**src/rtl/mer_pkg.sv**
```systemverilog
package mer_pkg;

	localparam int STAMP_W = 32;
	localparam int COUNT_W = 16;
	localparam int RATE_W  = 28;

	localparam logic [RATE_W-1:0] RATE_MAX = '1;
	// ms per minute times Q8 scale
	localparam int RATE_SCALE = 60000 * 256;

	localparam logic [15:0]        DEBOUNCE_RST  = 16'd500;
	localparam logic [STAMP_W-1:0] HEARTBEAT_RST = 32'd5000;

	localparam logic REG_DEBOUNCE  = 1'b0;
	localparam logic REG_HEARTBEAT = 1'b1;

	localparam logic CAUSE_TRIGGER   = 1'b0;
	localparam logic CAUSE_HEARTBEAT = 1'b1;

	typedef struct packed {
		logic [STAMP_W-1:0] time_ms;
		logic               motion_level;
	} sample_t;

	typedef struct packed {
		logic [COUNT_W-1:0] total_triggers;
		logic [COUNT_W-1:0] recent_triggers;
		logic [RATE_W-1:0]  rate_q8;
		logic [STAMP_W-1:0] last_trigger_time;
		logic               active_now;
		logic               report_cause;
		logic               last_of_run;
	} report_t;

	// stamp/valid shift toward the tail; lo/hi carry the running window min/max
	typedef struct packed {
		logic [STAMP_W-1:0] stamp;
		logic               valid;
		logic [STAMP_W-1:0] lo;
		logic [STAMP_W-1:0] hi;
	} mer_link_t;

endpackage

```
**src/rtl/mer_cell.sv**
```systemverilog
module mer_cell
	import mer_pkg::*;
(
	input  logic      clk,
	input  logic      arst_n,
	input  logic      shift,
	input  mer_link_t link_in,
	output mer_link_t link_out
);

	logic               valid_q;
	logic [STAMP_W-1:0] stamp_q;
	logic [STAMP_W-1:0] lo_q;
	logic [STAMP_W-1:0] hi_q;

	always_ff @(posedge clk or negedge arst_n) begin
		if (!arst_n) begin
			valid_q <= 1'b0;
		end else if (shift) begin
			valid_q <= link_in.valid;
		end
	end

	always_ff @(posedge clk) begin
		if (shift) begin
			stamp_q <= link_in.stamp;
		end
		lo_q <= (valid_q && stamp_q < link_in.lo) ? stamp_q : link_in.lo;
		hi_q <= (valid_q && stamp_q > link_in.hi) ? stamp_q : link_in.hi;
	end

	assign link_out.stamp = stamp_q;
	assign link_out.valid = valid_q;
	assign link_out.lo    = lo_q;
	assign link_out.hi    = hi_q;

endmodule

```
**src/rtl/mer_divider.sv**
```systemverilog
module mer_divider #(
	parameter int NUM_W = 28
) (
	input  logic             clk,
	input  logic             arst_n,
	input  logic             start,
	input  logic [NUM_W-1:0] num,
	input  logic [31:0]      den,
	output logic             done,
	output logic [NUM_W-1:0] quotient
);

	localparam int CNT_W = $clog2(NUM_W);

	logic             busy_q;
	logic             done_q;
	logic [CNT_W-1:0] cnt_q;
	logic [31:0]      rem_q;
	logic [31:0]      den_q;
	logic [NUM_W-1:0] quo_q;
	logic [32:0]      rem_sh;
	logic [32:0]      diff;
	logic             fits;

	assign rem_sh = {rem_q, quo_q[NUM_W-1]};
	assign diff   = rem_sh - {1'b0, den_q};
	assign fits   = rem_sh >= {1'b0, den_q};

	always_ff @(posedge clk or negedge arst_n) begin
		if (!arst_n) begin
			busy_q <= 1'b0;
			done_q <= 1'b0;
			cnt_q  <= '0;
		end else begin
			done_q <= 1'b0;
			if (start) begin
				busy_q <= 1'b1;
				cnt_q  <= '0;
			end else if (busy_q) begin
				cnt_q <= cnt_q + 1'b1;
				if (cnt_q == CNT_W'(NUM_W - 1)) begin
					busy_q <= 1'b0;
					done_q <= 1'b1;
				end
			end
		end
	end

	always_ff @(posedge clk) begin
		if (start) begin
			rem_q <= '0;
			den_q <= den;
			quo_q <= num;
		end else if (busy_q) begin
			rem_q <= fits ? diff[31:0] : rem_sh[31:0];
			quo_q <= {quo_q[NUM_W-2:0], fits};
		end
	end

	assign done     = done_q;
	assign quotient = quo_q;

endmodule

```
**src/rtl/motion_event_rate_monitor.sv**
```systemverilog
// Flow: after acceptance, a sample that triggers or is due a heartbeat runs the min/max pass
// along the cell chain (S_SWEEP), then the bit-serial divider (S_DIV), then emits its reports;
// the divider is skipped when the rate is zero. A sample with no report leaves the monitor idle.
// One sample at a time: sample_ready is low from the sweep until the last report is loaded,
// so the sweep, the divider, one or two reports and any output stall hold off the next sample.
// Reset: arst_n clears counters, stamps, ring fill and registers to their defaults.
module motion_event_rate_monitor
	import mer_pkg::*;
#(
	parameter int RING_DEPTH = 12
) (
	input  logic        clk,
	input  logic        arst_n,
	input  logic        sample_valid,
	output logic        sample_ready,
	input  sample_t     sample,
	output logic        report_valid,
	input  logic        report_ready,
	output report_t     report,
	input  logic        psel,
	input  logic        penable,
	input  logic        pwrite,
	input  logic [2:0]  paddr,
	input  logic [31:0] pwdata,
	output logic [31:0] prdata,
	output logic        pready
);

	localparam int NUM_MAX = (RING_DEPTH - 1) * RATE_SCALE;
	localparam int NUM_W   = $clog2(NUM_MAX + 1);
	localparam int FILL_W  = $clog2(RING_DEPTH + 1);
	localparam int CNT_W   = $clog2(RING_DEPTH);

	typedef enum logic [5:0] {
		S_IDLE  = 6'b000001,
		S_SWEEP = 6'b000010,
		S_PREP  = 6'b000100,
		S_DIV   = 6'b001000,
		S_EMIT1 = 6'b010000,
		S_EMIT2 = 6'b100000
	} state_t;

	state_t state_q;

	logic [15:0]        debounce_q;
	logic [STAMP_W-1:0] heartbeat_q;
	logic               prev_level_q;
	logic [STAMP_W-1:0] last_trig_q;
	logic [STAMP_W-1:0] last_hb_q;
	logic [COUNT_W-1:0] total_q;
	logic [COUNT_W-1:0] recent_q;
	logic [COUNT_W-1:0] rep_recent_q;
	logic [FILL_W-1:0]  fill_q;
	logic [CNT_W-1:0]   sweep_cnt_q;
	logic               trig_q;
	logic               hb_q;
	logic [RATE_W-1:0]  rate_q;
	logic               out_valid_q;
	report_t            out_q;

	logic               accept;
	logic               trig;
	logic               hb;
	logic [STAMP_W-1:0] trig_gap;
	logic [STAMP_W-1:0] hb_gap;
	logic [COUNT_W-1:0] recent_next;
	logic               out_free;
	logic               out_load;
	logic               cfg_wr;

	mer_link_t          link [RING_DEPTH+1];
	logic [STAMP_W-1:0] span;
	logic [FILL_W-1:0]  fill_m1;
	logic [NUM_W-1:0]   num;
	logic               no_rate;
	logic               div_start;
	logic               div_done;
	logic [NUM_W-1:0]   div_quo;
	logic [RATE_W-1:0]  div_rate;
	report_t            rep_trig;
	report_t            rep_hb;

	// configuration
	assign pready = 1'b1;
	assign cfg_wr = psel && penable && pwrite;
	assign prdata = (paddr[2] == REG_HEARTBEAT) ? heartbeat_q : {16'b0, debounce_q};

	always_ff @(posedge clk or negedge arst_n) begin
		if (!arst_n) begin
			debounce_q  <= DEBOUNCE_RST;
			heartbeat_q <= HEARTBEAT_RST;
		end else if (cfg_wr) begin
			unique case (paddr[2])
				REG_DEBOUNCE:  debounce_q  <= pwdata[15:0];
				REG_HEARTBEAT: heartbeat_q <= pwdata;
				default:       debounce_q  <= debounce_q;
			endcase
		end
	end

	// sample decode
	assign sample_ready = (state_q == S_IDLE);
	assign accept       = sample_valid && sample_ready;
	assign trig_gap     = sample.time_ms - last_trig_q;
	assign hb_gap       = sample.time_ms - last_hb_q;
	assign trig         = sample.motion_level && !prev_level_q &&
	                      (trig_gap > {16'b0, debounce_q});
	assign hb           = hb_gap >= heartbeat_q;
	assign recent_next  = trig ? recent_q + 1'b1 : recent_q;

	// stamp chain
	assign link[0].stamp = sample.time_ms;
	assign link[0].valid = 1'b1;
	assign link[0].lo    = '1;
	assign link[0].hi    = '0;

	for (genvar i = 0; i < RING_DEPTH; i++) begin : g_cell
		mer_cell u_cell (
			.clk      (clk),
			.arst_n   (arst_n),
			.shift    (accept && trig),
			.link_in  (link[i]),
			.link_out (link[i+1])
		);
	end

	// rate
	assign span      = link[RING_DEPTH].hi - link[RING_DEPTH].lo;
	assign fill_m1   = fill_q - 1'b1;
	assign num       = NUM_W'(32'(fill_m1) * 32'(RATE_SCALE));
	assign no_rate   = (fill_q < FILL_W'(2)) || (span == '0);
	assign div_start = (state_q == S_PREP) && !no_rate;
	assign div_rate  = (32'(div_quo) > 32'(RATE_MAX)) ? RATE_MAX : RATE_W'(div_quo);

	mer_divider #(
		.NUM_W (NUM_W)
	) u_div (
		.clk      (clk),
		.arst_n   (arst_n),
		.start    (div_start),
		.num      (num),
		.den      (span),
		.done     (div_done),
		.quotient (div_quo)
	);

	// reports
	always_comb begin
		rep_trig.total_triggers    = total_q;
		rep_trig.recent_triggers   = rep_recent_q;
		rep_trig.rate_q8           = rate_q;
		rep_trig.last_trigger_time = last_trig_q;
		rep_trig.active_now        = prev_level_q;
		rep_trig.report_cause      = CAUSE_TRIGGER;
		rep_trig.last_of_run       = !hb_q;

		rep_hb                 = rep_trig;
		rep_hb.recent_triggers = trig_q ? '0 : rep_recent_q;
		rep_hb.report_cause    = CAUSE_HEARTBEAT;
		rep_hb.last_of_run     = 1'b1;
	end

	assign out_free = !out_valid_q || report_ready;
	assign out_load = ((state_q == S_EMIT1) || (state_q == S_EMIT2)) && out_free;

	always_ff @(posedge clk or negedge arst_n) begin
		if (!arst_n) begin
			out_valid_q <= 1'b0;
		end else if (out_load) begin
			out_valid_q <= 1'b1;
		end else if (report_ready) begin
			out_valid_q <= 1'b0;
		end
	end

	always_ff @(posedge clk or negedge arst_n) begin
		if (!arst_n) begin
			state_q      <= S_IDLE;
			prev_level_q <= 1'b0;
			last_trig_q  <= '0;
			last_hb_q    <= '0;
			total_q      <= '0;
			recent_q     <= '0;
			fill_q       <= '0;
			sweep_cnt_q  <= '0;
			trig_q       <= 1'b0;
			hb_q         <= 1'b0;
		end else begin
			unique case (state_q)
				S_IDLE: begin
					if (accept) begin
						prev_level_q <= sample.motion_level;
						trig_q       <= trig;
						hb_q         <= hb;
						recent_q     <= (trig || hb) ? '0 : recent_next;
						sweep_cnt_q  <= '0;
						if (trig) begin
							total_q     <= total_q + 1'b1;
							last_trig_q <= sample.time_ms;
							if (fill_q != FILL_W'(RING_DEPTH)) begin
								fill_q <= fill_q + 1'b1;
							end
						end
						if (hb) begin
							last_hb_q <= sample.time_ms;
						end
						if (trig || hb) begin
							state_q <= S_SWEEP;
						end
					end
				end
				S_SWEEP: begin
					sweep_cnt_q <= sweep_cnt_q + 1'b1;
					if (sweep_cnt_q == CNT_W'(RING_DEPTH - 1)) begin
						state_q <= S_PREP;
					end
				end
				S_PREP: begin
					if (no_rate) begin
						state_q <= trig_q ? S_EMIT1 : S_EMIT2;
					end else begin
						state_q <= S_DIV;
					end
				end
				S_DIV: begin
					if (div_done) begin
						state_q <= trig_q ? S_EMIT1 : S_EMIT2;
					end
				end
				S_EMIT1: begin
					if (out_free) begin
						state_q <= hb_q ? S_EMIT2 : S_IDLE;
					end
				end
				S_EMIT2: begin
					if (out_free) begin
						state_q <= S_IDLE;
					end
				end
				default: state_q <= S_IDLE;
			endcase
		end
	end

	always_ff @(posedge clk) begin
		if (accept) begin
			rep_recent_q <= recent_next;
		end
		if (state_q == S_PREP && no_rate) begin
			rate_q <= '0;
		end else if (state_q == S_DIV && div_done) begin
			rate_q <= div_rate;
		end
		if (state_q == S_EMIT1 && out_free) begin
			out_q <= rep_trig;
		end else if (state_q == S_EMIT2 && out_free) begin
			out_q <= rep_hb;
		end
	end

	assign report_valid = out_valid_q;
	assign report       = out_q;

	a_fill_bound: assert property (@(posedge clk) disable iff (!arst_n)
		fill_q <= FILL_W'(RING_DEPTH))
		else $error("ring fill beyond depth");

	a_hb_last: assert property (@(posedge clk) disable iff (!arst_n)
		report_valid && report.report_cause == CAUSE_HEARTBEAT |-> report.last_of_run)
		else $error("heartbeat report not last of run");

	a_div_state: assert property (@(posedge clk) disable iff (!arst_n)
		div_done |-> state_q == S_DIV)
		else $error("divider finished outside divide state");

	a_idle_no_sweep: assert property (@(posedge clk) disable iff (!arst_n)
		accept && !trig && !hb |=> state_q == S_IDLE)
		else $error("sample without report left idle");

endmodule
```
**config.mk**
```make
export PLATFORM = sky130hd
export DESIGN_NAME = motion_event_rate_monitor
export DESIGN_NICKNAME = d
export VERILOG_FILES = /design/src/rtl/mer_pkg.sv /design/src/rtl/mer_cell.sv /design/src/rtl/mer_divider.sv /design/src/rtl/motion_event_rate_monitor.sv
export SDC_FILE = /design/constraint.sdc
export NUM_CORES = 2
export LEC_CHECK = 0
export CAP_MARGIN = 20
export CORE_UTILIZATION = 55
export DETAILED_ROUTE_END_ITERATION = 16
export DONT_BUFFER_PORTS = 1
export PLACE_DENSITY = 0.72
export SLEW_MARGIN = 20
export SYNTH_ARGS = -nofsm -noshare
export SYNTH_HDL_FRONTEND = slang
export SYNTH_SLANG_ARGS = --single-unit
```
**constraint.sdc**
```tcl
create_clock -name clk -period 15.7 [get_ports clk]
set_input_delay 1.57 -clock clk [delete_from_list [all_inputs] [get_ports clk]]
set_output_delay 1.57 -clock clk [all_outputs]
set_load 0.01 [all_outputs]
```
== Word level (Yosys, flattened, before mapping) ==
Index checks and enable logic that the tools add are counted.

* Flip-flop bits (word level): 1,564

* Bitwise operators: 1
* Reduce and logical (&&, ||, !) cells: 57
* Magnitude comparators: 28
* Equality and inequality tests: 15
* Multipliers: 1
* $add $sub $neg: 10
* Muxes and demuxes: 53

{| class="wikitable"
|+ Operators with widths
! operator !! count
|-
| $mux W32 || 24
|-
| $gt A32 B32 Y1 || 11
|-
| $lt A32 B32 Y1 || 11
|-
| $mux W95 || 2
|-
| $sub A32 B32 Y32 || 4
|-
| $mux W28 || 2
|-
| $mux W6 || 9
|-
| $mux W16 || 3
|-
| $logic_and A1 B1 Y1 || 36
|-
| $pmux W6 S6 || 1
|-
| $ge A33 B32 Y1 || 1
|-
| $add A16 B1 Y16 const B || 2
|-
| $ge A32 B32 Y1 || 1
|-
| $gt A32 B1 Y1 const B || 1
|-
| $gt A32 B16 Y1 || 1
|-
| $logic_not A32 Y1 || 1
|-
| $lt A32 B32 Y1 const B || 1
|-
| $mul A4 B11 Y15 const B || 1
|-
| $mux W5 || 2
|-
| $add A4 B1 Y4 const B || 2
|-
| $mux W1 || 8
|-
| $pmux W4 S2 || 1
|-
| $reduce_and A2 Y1 || 4
|-
| $reduce_bool A2 Y1 || 4
|-
| other kinds (21) || 32
|}

== Longest topological paths before layout ==
* Depth after elaboration: 7
* Gate-level depth with buffers: 28

== By module ==
From an unflattened synthesis, not the netlist that was laid out.

* Cell total of the unflattened synthesis: 7,355
* Area, all modules: 81,196.6 µm²

{| class="wikitable"
|+ By module, submodules not included
! module !! cells each !! times used !! area an instance (µm²)
|-
| mer_cell at g_cell[0].u_cell ... || 398 || 11 || 4,693.3
|-
| motion_event_rate_monitor || 2,014 || 1 || 19,000.7
|-
| mer_divider || 565 || 1 || 5,885.6
|-
| mer_cell at g_cell[7].u_cell || 398 || 1 || 4,684.5
|}

== Least setup slack after synthesis ==
No wires, ideal clock.

* Path kind: in2reg
* Start: input sample[5] (netlist name)
* End: register g_cell[0].u_cell.stamp_q[0] (enable)
* Cell stages on the path: 19
* Library setup time: 0.897 ns
* Buffers on the path: 2
* Data arrival time: 15.264 ns
* Data required time: 14.803 ns
* Path slack: -0.461 ns
* Cells stage by stage: ha_1 > a21oi_1 > a31oi_1 > o21ai_0 > nor2_1 > a31oi_1 > xnor2_1 > ha_1 > nand4_1 > a2111oi_0 > o31ai_1 > o2111a_1 > o2111ai_1 > nor4_1 > nand4_1 > nand2_1 > inv_1 > buf_2 > buf_1

* Cells in the longest elaborated chain, start to end: 4

{| class="wikitable"
|+ RTL lines
! what !! RTL line !! source
|-
| from (decl) || motion_event_rate_monitor.sv:16 || <nowiki>input sample_t sample,</nowiki>
|-
| $sub A32 B32 Y32 || motion_event_rate_monitor.sv:104 || <nowiki>assign trig_gap = sample.time_ms - last_trig_q;</nowiki>
|-
| $gt A32 B16 Y1 || motion_event_rate_monitor.sv:107 || <nowiki>(trig_gap > {16'b0, debounce_q});</nowiki>
|-
| $logic_and A1 B1 Y1 || motion_event_rate_monitor.sv:106 || <nowiki>assign trig = sample.motion_level && !prev_level_q &&</nowiki>
|-
| $logic_and A1 B1 Y1 || motion_event_rate_monitor.sv:121 || <nowiki>.shift (accept && trig),</nowiki>
|-
| named net g_cell[0].u_cell.shift || mer_cell.sv:6 || <nowiki>input logic shift,</nowiki>
|-
| to (signal assigned) || mer_cell.sv:26 || <nowiki>stamp_q <= link_in.stamp;</nowiki>
|-
| to (decl) || mer_cell.sv:12 || <nowiki>logic [STAMP_W-1:0] stamp_q;</nowiki>
|}

The timed path passes the listed nets, and every way through them passes these cells.
A chain may end at the register's enable or synchronous reset.

== Worst setup path after layout ==
* Start: input sample[1] (netlist name)
* End: register g_cell[4].u_cell.stamp_q[3] (enable)

* Cells in the longest elaborated chain, start to end: 4

{| class="wikitable"
|+ RTL lines
! what !! RTL line
|-
| $sub A32 B32 Y32 || motion_event_rate_monitor.sv:104
|-
| $gt A32 B16 Y1 || motion_event_rate_monitor.sv:107
|-
| $logic_and A1 B1 Y1 || motion_event_rate_monitor.sv:106
|-
| $logic_and A1 B1 Y1 || motion_event_rate_monitor.sv:121
|-
| to (signal assigned) || mer_cell.sv:26
|-
| to (decl) || mer_cell.sv:12
|}

No other way between the ends.

==> flow_summary.yaml <==
worst_hold_path:
  hold_end: "rate_q[24]$_SDFFE_PP0P_"
  hold_start: "rate_q[24]$_SDFFE_PP0P_"
  hp-class: "register to register"
  hold-path-cell-count: 2
finish:
  synthToLayoutAreaGrowth_pct: 10.0
  fin_cells: 9089
  stdcell_area_um2: 86100
  layout-drive-gt1-share_pct: 16.3
  final_nets: 8034
yosys:
  synth_edf_count: 541
  netlist_area_um2: 78300
  synth_cells: 7027
  ys_types: 93
  ys_seq_area_share_pct: 48.1
  async_flop_share_pct: 11.6
  syn_avg_cell_area_um2: 11.1
  ys_ff_latch: 1564
  ys.flop_type: "dfxtp_1"
  syn_nets: 8002
  yosys_warnings: 0
cts:
  clk_path_buf_depth: 3
  clock_latency_ns: 0.80
  cts.sinks: 1564
  root_buffer: "clkbuf_16"
  htree_levels: 4
  postCtsHoldBufs: 0
  cts_resized: 0
  cts_tree: "built"
  cts-buffers-inserted: 161
  post_cts_buffers: 0
  clk_pin_slew_worst_paths_ns: 0.06
worst_setup_path:
  path_depth: 21
  cp-end-kind: "register"
  ff2ff_path_depth: 20
  worstReg2RegStart: "last_trig_q[4]$_DFFE_PN0P_"
  arrival_ns: 8.59
  cpLargestDelayFamily: "buffers and inverters"
  r2r-end: "g_cell[4].u_cell.stamp_q[3]$_DFFE_PP_"
  slowest_stage: "buf_4"
  path_cells: "inv_1 -> ha_1 -> inv_1 -> fa_1 -> a21o_1 -> nand3_1 -> a311oi_2 -> o21ai_0 -> xnor2_1 -> ha_1 -> nand4_1 -> a2111oi_0 -> o31ai_1 -> o2111a_1 -> o2111ai_1 -> nor4_1 -> nand4_1 -> nand2_2 -> inv_8 -> buf_12 -> buf_4"
  start_kind: "input pin"
  critPathMaxStageDelay_ns: 0.80
  rrSetupSlack_ns: 7.93
  worstSetupPathType: "input pin to register"
  critical_path.max_fanout: 198
  worstPathRequired_ns: 16.10
  crit_buf_inv: 5
global_routing:
  track_usage_pct: 23.5
  grt_pass1_wl_mm: 271
  grt_pass1_vias: 51160
  antenna_found_initial: 0
  grt_max_degree: 199
  overflow: 0
sta:
  fin_crit_ns: 8.20
  rsz0062_at_grt: "false"
  tightest_slew_ns: 1.10
  timing.fmax_ghz: 0.122
  setup_tns_ns: 0
  drv_slew: 0
  worst_hold_slack_ns: 0.451
  hold_viol: 0
  fin_skew_ns: 0.0355
  slew_headroom_pct: 26.9
  finalSetupViolCount: 0
  min_period_over_period_pct: 52.2
place:
  portBuffers: 0
  hpwl_mm: 126
  placed_cell_area_um2: 80400
  placed_cells: 8784
  place_congestion: 0.925
job:
  maxCapViolations: 0
floorplan:
  coreArea_um2: 141000
  initial_core_util_pct: 55.3
  die_area_um2: 144000
  die_h_um: 379
  ioPinCount: 205
  die_w_um: 379
  fp-row-count: 138
routing:
  vias_per_cell: 5.50
  detail-route-antenna-nets: 0
  via_count: 50023
  first_iter_violations: 2304
  dr.pass1.iters: 8
  wl_mm: 169
  wl_per_cell_um: 18.6
  drc: 0
pwr:
  p_leak_nw: 38.5
  ir_drop_mv: 0.124
  power.density_nw_per_um2: 157
status:
  status: "completed"
through the flow:
step | utilization (%) | setup WS, ns | total power [mW]
CTS | 60.9 | 7.60 | 13.6
floorplan | - | 0.740 | 8.54
finish | 60.9 | 7.50 | 13.5
global placement | 56.8 | 6.93 | 9.42
detailed placement | 56.8 | 6.82 | 9.53
global route | 60.9 | 7.09 | 14.4
how the worst max path moves through the flow:
stage | start | end | slack [ns]
final | sample[1] | g_cell[4].u_cell.stamp_q[3]$_DFFE_PP_ | 7.50
after detailed placement | sample[1] | g_cell[5].u_cell.stamp_q[28]$_DFFE_PP_ | 6.82
after global placement | sample[1] | g_cell[1].u_cell.stamp_q[2]$_DFFE_PP_ | 6.93
after floorplan | sample[5] | g_cell[0].u_cell.stamp_q[0]$_DFFE_PP_ | 0.74
after CTS | sample[1] | g_cell[3].u_cell.stamp_q[12]$_DFFE_PP_ | 7.60
after global routing | sample[1] | g_cell[3].u_cell.stamp_q[12]$_DFFE_PP_ | 7.09
Yosys cell counts, drive strengths merged, types with 12 or more instances:
cell type	instances	area share, %
o211ai	25	0.26
mux2i	45	0.58
and2	66	0.53
nor3b	23	0.22
o21ai	247	1.6
and4	13	0.15
xnor2	90	1.0
mux2	790	11
xor2	43	0.48
a211oi	55	0.53
or2	15	0.12
a21o	260	2.5
nor4	25	0.20
dfstp	12	0.40
dfrtp	169	5.4
o21a	79	0.76
nor3	43	0.27
inv	930	4.5
nand3	86	0.55
nor2	226	1.1
nor2b	163	1.3
a21boi	18	0.17
edfxtp	541	21
clkbuf	120	0.58
a21oi	348	2.2
a31oi	28	0.22
and3	30	0.24
nand2	274	1.3
nand4	170	1.4
nand2b	114	0.91
o21bai	19	0.18
buf	48	0.30
ha	892	14
dfxtp	842	22
kinds of logic (layout without fill, tap and decap cells):
group	after synthesis	after routing	synth area share, %
simple gates	1289	1289	8.70
other cells	1	2	0.00479
flops	1564	1564	48.1
buf+inv	1098	1269	5.33
fa+ha+maj	900	900	14.5
compound gates	1207	1207	9.97
mux	835	835	11.9
xor+xnor	133	133	1.49
state kept, by name (all words and copies together), names as in the netlist, 6 cells and up:
| name | count |
|---|---|
| total_q | 16 |
| last_trig_q | 32 |
| recent_q | 16 |
| state_q | 6 |
| g_cell.u_cell.lo_q | 384 |
| last_hb_q | 32 |
| g_cell.u_cell.stamp_q | 384 |
| rate_q | 28 |
| u_div.rem_q | 32 |
| u_div.quotient | 28 |
| u_div.den_q | 32 |
| rep_recent_q | 16 |
| g_cell.u_cell.hi_q | 384 |
| heartbeat_q | 32 |
| report | 95 |
| debounce_q | 16 |
| g_cell.u_cell.valid_q | 12 |
power by group:
part,leakage (nW),total [mW],switching (mW),internal [mW]
Sequential,14.2,5.42,0.477,4.94
Combinational,21.4,4.09,2.21,1.88
Clock,2.78,4.02,1.61,2.41
Total,38.5,13.5,4.29,9.24
worst register-to-register path, delay by kind of cell (launching register included):
kind / cells / cell delay, ns
buffers and inverters: 4 / 2.62
XOR/XNOR: 1 / 0.11
flip-flops: 1 / 0.36
AND/OR/NAND/NOR: 5 / 1.18
AO/OA/AOI/OAI: 8 / 2.49
adder cells (fa/ha/maj): 2 / 0.60
layer usage:
layer	GRT usage, %	part of all wire, %	vias up
met5	0	0	-
met1	27.6	42	23946
met2	41.9	50	797
met3	3.57	3.4	375
li1	-	-	24905
met4	10.8	4.6	0
layout by cell type (no fill, tap or decap), drive strengths merged, types with 13 or more instances in the layout:
cell / instances
clkinv: 38
buf: 37
nor3: 43
nor2: 226
o21bai: 19
inv: 940
clkbuf: 223
and4: 13
o21a: 79
nand4: 170
xor2: 43
and2: 66
o211ai: 25
a21boi: 18
ha: 892
nor4: 25
nand2: 274
nor2b: 163
a31oi: 28
or2: 15
bufinv: 18
xnor2: 90
a211oi: 55
nand3: 86
mux2i: 45
a21o: 260
o21ai: 247
nand2b: 114
and3: 30
edfxtp: 541
dfrtp: 169
mux2: 790
a21oi: 348
dfxtp: 842
nor3b: 23
clkinvlp: 13
area by class of cell:
type,instances,area [um^2]
inverters,930,3500
clock buffers,223,4700
repair buffers,37,318
diodes,1,2.50
multi-input cells,4365,36600
fillers,11198,55300
flip-flops and latches,1564,37600
well taps,1890,2360
clock inverters,79,995
Note: power is estimated with default switching activity, not from simulation.
